**config.mk**
```make
export PLATFORM = sky130hd
export DESIGN_NAME = cdt_cell
export DESIGN_NICKNAME = d
export VERILOG_FILES = /design/src/sv/cdt_pkg.sv /design/src/sv/cdt_cell.sv
export SDC_FILE = /design/constraint.sdc
export NUM_CORES = 1
export LEC_CHECK = 0
export ABC_AREA = 1
export ABC_CLOCK_PERIOD_IN_PS = 12100
export BUFFER_PORTS_ARGS = -buffer_cell sky130_fd_sc_hd__buf_2
export CORE_MARGIN = 10
export CORE_UTILIZATION = 30
export DETAILED_ROUTE_END_ITERATION = 6
export PLACE_DENSITY_LB_ADDON = 0.1
export SYNTH_ARGS = -nofsm -noshare
export SYNTH_HDL_FRONTEND = slang
export SYNTH_SLANG_ARGS = --single-unit
```
**constraint.sdc**
```tcl
create_clock -name clock -period 12.1 [get_ports clock]
set_clock_uncertainty 0.05 [all_clocks]
set_input_delay 2.42 -clock clock [delete_from_list [all_inputs] [get_ports clock]]
set_output_delay 2.42 -clock clock [all_outputs]
set_load 0.02 [all_outputs]
```
**src/sv/cdt_pkg.sv**
```systemverilog
// Shared types and constants for the centroid distance tracker.
`timescale 1ns / 1ps

package cdt_pkg;

   localparam int CDT_MAX_TRACKS = 32;
   // Slot numbers travel as 8 bits, enough for the largest table of 256 tracks
   localparam int CDT_SLOT_W = 8;
   localparam int CDT_ID_W = 32;
   localparam int CDT_CTR_W = 16;
   localparam int CDT_LIMIT_W = 20;
   localparam logic [CDT_LIMIT_W-1:0] CDT_LIMIT_RESET = 20'd625;

   localparam logic CDT_CMD_BOX = 1'b0;
   localparam logic CDT_CMD_EOF = 1'b1;

   // Search word passed from cell to cell
   typedef struct packed {
      logic                  live;
      logic                  hit;
      logic [CDT_ID_W-1:0]   hit_id;
      logic [CDT_SLOT_W-1:0] hit_slot;
      logic                  hit_seen;
      logic                  free;
      logic [CDT_SLOT_W-1:0] free_slot;
   } cdt_tok_type;

   // Update broadcast to every cell
   typedef struct packed {
      logic                  prune;
      logic                  upd;
      logic                  alloc;
      logic [CDT_SLOT_W-1:0] slot;
      logic [CDT_ID_W-1:0]   id;
   } cdt_wr_type;

endpackage

```
**src/sv/cdt_cell.sv**
```systemverilog
// One track slot of the tracker chain: holds a track and tests the passing search word.
`timescale 1ns / 1ps

module cdt_cell
   import cdt_pkg::*;
#(
   parameter logic [CDT_SLOT_W-1:0] CELL_IDX = '0
) (
   input  logic                   clock,
   input  logic                   reset,
   input  logic [CDT_LIMIT_W-1:0] limit,
   input  logic [CDT_CTR_W-1:0]   q_cx,
   input  logic [CDT_CTR_W-1:0]   q_cy,
   input  cdt_wr_type             wr,
   input  cdt_tok_type            tok_in,
   output cdt_tok_type            tok_out
);

   logic                 valid_ff, valid_in;
   logic                 seen_ff, seen_in;
   logic [CDT_ID_W-1:0]  id_ff, id_in;
   logic [CDT_CTR_W-1:0] cx_ff, cx_in;
   logic [CDT_CTR_W-1:0] cy_ff, cy_in;
   cdt_tok_type          tok_ff, tok_in_nx;

   logic signed [CDT_CTR_W:0] dx, dy;
   logic [9:0]  mag_x, mag_y;
   logic [19:0] sq_x, sq_y;
   logic [20:0] d2;
   logic        near, match;
   logic        sel;

   assign dx = $signed({q_cx[CDT_CTR_W-1], q_cx}) - $signed({cx_ff[CDT_CTR_W-1], cx_ff});
   assign dy = $signed({q_cy[CDT_CTR_W-1], q_cy}) - $signed({cy_ff[CDT_CTR_W-1], cy_ff});

   // A component of 1024 or more already squares past the largest limit
   assign near = (dx > -17'sd1024) && (dx < 17'sd1024) &&
                 (dy > -17'sd1024) && (dy < 17'sd1024);

   always_comb begin
      logic [CDT_CTR_W:0] ax, ay;
      ax = dx[CDT_CTR_W] ? 17'(-dx) : 17'(dx);
      ay = dy[CDT_CTR_W] ? 17'(-dy) : 17'(dy);
      mag_x = ax[9:0];
      mag_y = ay[9:0];
   end

   assign sq_x  = mag_x * mag_x;
   assign sq_y  = mag_y * mag_y;
   assign d2    = 21'(sq_x) + 21'(sq_y);
   assign match = valid_ff && near && (d2 < {1'b0, limit});

   // On equal ids the earlier slot keeps the win
   assign sel = match && (!tok_in.hit || (id_ff < tok_in.hit_id));

   always_comb begin
      tok_in_nx = tok_in;
      if (sel) begin
         tok_in_nx.hit      = 1'b1;
         tok_in_nx.hit_id   = id_ff;
         tok_in_nx.hit_slot = CELL_IDX;
         tok_in_nx.hit_seen = seen_ff;
      end
      if (!valid_ff && !tok_in.free) begin
         tok_in_nx.free      = 1'b1;
         tok_in_nx.free_slot = CELL_IDX;
      end
      if (!tok_in.live) begin
         tok_in_nx = '0;
      end
   end

   always_comb begin
      valid_in = valid_ff;
      seen_in  = seen_ff;
      id_in    = id_ff;
      cx_in    = cx_ff;
      cy_in    = cy_ff;
      if (wr.prune) begin
         valid_in = valid_ff & seen_ff;
         seen_in  = 1'b0;
      end
      if (wr.upd && (wr.slot == CELL_IDX)) begin
         seen_in = 1'b1;
         cx_in   = q_cx;
         cy_in   = q_cy;
      end
      if (wr.alloc && (wr.slot == CELL_IDX)) begin
         valid_in = 1'b1;
         seen_in  = 1'b1;
         id_in    = wr.id;
         cx_in    = q_cx;
         cy_in    = q_cy;
      end
   end

   always_ff @(posedge clock) begin
      if (reset) begin
         valid_ff <= 1'b0;
         seen_ff  <= 1'b0;
         tok_ff   <= '0;
      end else begin
         valid_ff <= valid_in;
         seen_ff  <= seen_in;
         tok_ff   <= tok_in_nx;
      end
   end

   always_ff @(posedge clock) begin
      id_ff <= id_in;
      cx_ff <= cx_in;
      cy_ff <= cy_in;
   end

   assign tok_out = tok_ff;

endmodule

```
==> results.sh <==
export IMPL_outcome="complete, no violations"
export IMPL_hold_buffers=0
export IMPL_crit_path_start_kind="input pin"
export IMPL_wl_per_cell_um=15.1
export IMPL_synth_area_leader_cell="fa_1"
export IMPL_cts_root_buf="clkbuf_16"
export IMPL_clock_sinks=118
export IMPL_grt_pass1_wl_um=62000
export IMPL_ys_top_cells_by_area="fa_1, ha_1, edfxtp_1"
export IMPL_yosysSeqAreaShare_pct=22.3
export IMPL_ys_ff_latch=118
export IMPL_ioPinCount=201
export IMPL_tns_ps=0
export IMPL_insertion_delay_ps=440
export IMPL_ant_nets=0
export IMPL_num_vias=11200
export IMPL_finalNetCount=2398
export IMPL_n_fill_cell=4774
export IMPL_crit_family="adder cells"
export IMPL_dp_hpwl_um=32700
export IMPL_numCtsBuffers=17
export IMPL_fp_dieW_um=232
export IMPL_crit_type="input pin to flop"
export IMPL_dpl_worst_slack_ps=-24.0
export IMPL_ys_types=44
export IMPL_syn_to_final_growth_pct=19.9
export IMPL_arrival_ps=11710
export IMPL_post_route_period_util_pct=94.6
export IMPL_core_um2=44300
export IMPL_yosysWarnings=0
export IMPL_async_flop_share_pct=0
export IMPL_drv_slew=0
export IMPL_drive_gt1_share_pct=16.3
export IMPL_slowest_stage="fa_1"
export IMPL_yosysMostFrequentCell="inv_1"
export IMPL_clock_tree_buffer_depth=2
export IMPL_dieArea_um2=53800
export IMPL_path_buf_inv=11
export IMPL_synthTopCellsByCount="inv_1, nand2_1, nor2_1, ha_1, fa_1"
export IMPL_synthFlopType="edfxtp_1"
export IMPL_hp_class="flop to flop"
export IMPL_track_usage_pct=14.5
export IMPL_finalNonFillerCells=2558
export IMPL_initial_utilization_pct=30.4
export IMPL_worst_slack_ps=656
export IMPL_wl_um=38600
export IMPL_required_ps=12370
export IMPL_cts_tree="done"
export IMPL_ctsHtreeMaxLevel=4
export IMPL_grt_max_degree=51
export IMPL_grt_pass1_vias=11900
export IMPL_drc=0
export IMPL_synth_top_cell_area_share_pct=19.5
export IMPL_crit_path_max_incr_delay_ps=590
export IMPL_dp_cells=2517
export IMPL_rows=77
export IMPL_cts_clk_slew_worst_paths_ps=70
export IMPL_via_per_inst=4.37
export IMPL_drt_iter0_markers=466
export IMPL_crit_fanout=9
export IMPL_critPathCaptureType="flop"
export IMPL_overflow=0
export IMPL_synth_area_um2=13500
export IMPL_gp_congestion=0.876
export IMPL_synth_edff_count=64
export IMPL_maxCapViolations=0
export IMPL_io_buffers=200
export IMPL_setup_violations=0
export IMPL_synth_avg_cell_area_um2=7.89
export IMPL_syn_inst=1707
export IMPL_first_pass_iters=5
export IMPL_syn_num_nets=2155
export IMPL_max_slew_margin_pct=64.9
export IMPL_hold_violations=0
export IMPL_max_freq_mhz=87.4
export IMPL_die_y_um=232
export IMPL_tightest_slew_ps=523
export IMPL_whs_ps=430
export IMPL_fin_crit_ps=11440
export IMPL_antenna_found_initial=6
==> cell usage in the layout, fill, tap and decap left out, types with 3 or more instances in the layout <==
cell type	synthesis	layout
and2_1	8	8
nand2_2	4	4
nand2_1	299	298
o21ai_0	35	31
nand4_1	19	19
ha_1	168	167
buf_4	0	40
nand3b_1	3	3
xor2_1	21	20
nand3_2	3	3
nor2_2	2	5
nor2_1	174	171
xnor2_1	12	11
a21oi_1	105	105
buf_12	0	3
xor2_2	8	9
o211ai_1	4	4
inv_4	0	5
diode_2	0	3
edfxtp_1	64	64
xnor2_2	2	3
nand3_1	84	84
inv_1	427	427
o31ai_1	3	3
a21oi_2	3	3
o21ai_1	3	6
a21o_1	6	6
inv_2	7	7
dfxtp_1	54	54
nor3_1	16	16
fa_1	131	131
buf_2	6	200
clkbuf_16	0	22
==> timing repair <==
| action | CTS | global route |
|---|---|---|
| gates resized for setup | 0 | 14 |
| setup endpoints to repair | 0 | 42 |
| setup buffers | 0 | 3 |
==> cells by family after synthesis <==
| logic type | count (synthesis) | share of synthesized area (%) |
|---|---|---|
| and+or+nand+nor | 620 | 19.3 |
| adders and majority gates | 299 | 35.1 |
| xor gates and xnor gates | 43 | 3.35 |
| DFF | 118 | 22.3 |
| AOI/OAI and AO/OA | 171 | 6.95 |
| buffers and inverters | 456 | 13.1 |
==> worst reg2reg max path, delay by kind of cell (launching register included) <==
family	cells	cell delay [ps]
compound gates	10	1570
xor+xnor	2	370
fa+ha+maj	11	4590
buf+inv	9	890
flops	1	400
simple gates	17	1770
==> final timing paths <==
path / end / start / slack (ps) / depth (start not counted)
worst max-delay path: tok_out[18] / q_cy[0] / 660 / 51
worst max register to register: tok_out[18] / cy_ff[0] / 2370 / 49
worst min-delay path: seen_ff / seen_ff / 430 / 2
worst min register to register: seen_ff / seen_ff / 430 / 2
==> routing by layer <==
| layer | routed length (um) | vias up | GRT usage, % |
|---|---|---|---|
| met5 | 35 | - | 0 |
| met4 | 501 | 6 | 3.59 |
| met3 | 1170 | 31 | 2.42 |
| met2 | 19500 | 136 | 25.9 |
| met1 | 17400 | 5246 | 17.8 |
| li1 | - | 5757 | - |
==> registers in the layout, summed over array words and instances (netlist names) <==
signal,flops
valid_ff,1
tok_out,52
id_ff,32
cy_ff,16
seen_ff,1
cx_ff,16
==> layout make-up <==
class	count	area [um2]	share of cell area, %
clock buffers	24	536	3.31
flip-flops and latches	118	3000	18.6
well taps	592	741	4.58
inverters	434	1630	10.1
diodes	3	7.51	0.0465
clock inverters	8	53.8	0.333
repair buffers	246	1420	8.80
multi-input cells	1133	8770	54.3
==> per-stage QoR <==
stage | area (um2) | utilization (%)
2_1_floorplan | 13500 | -
3_3_place_gp | 15400 | 34.8
3_5_place_dp | 15400 | 34.8
4_1_cts | 16000 | 36.1
5_1_grt | 16200 | 36.5
6_report | 16200 | 36.5
Power is not shown: default switching activity piles up to over one toggle a cycle in this logic, so the estimate is an artifact.
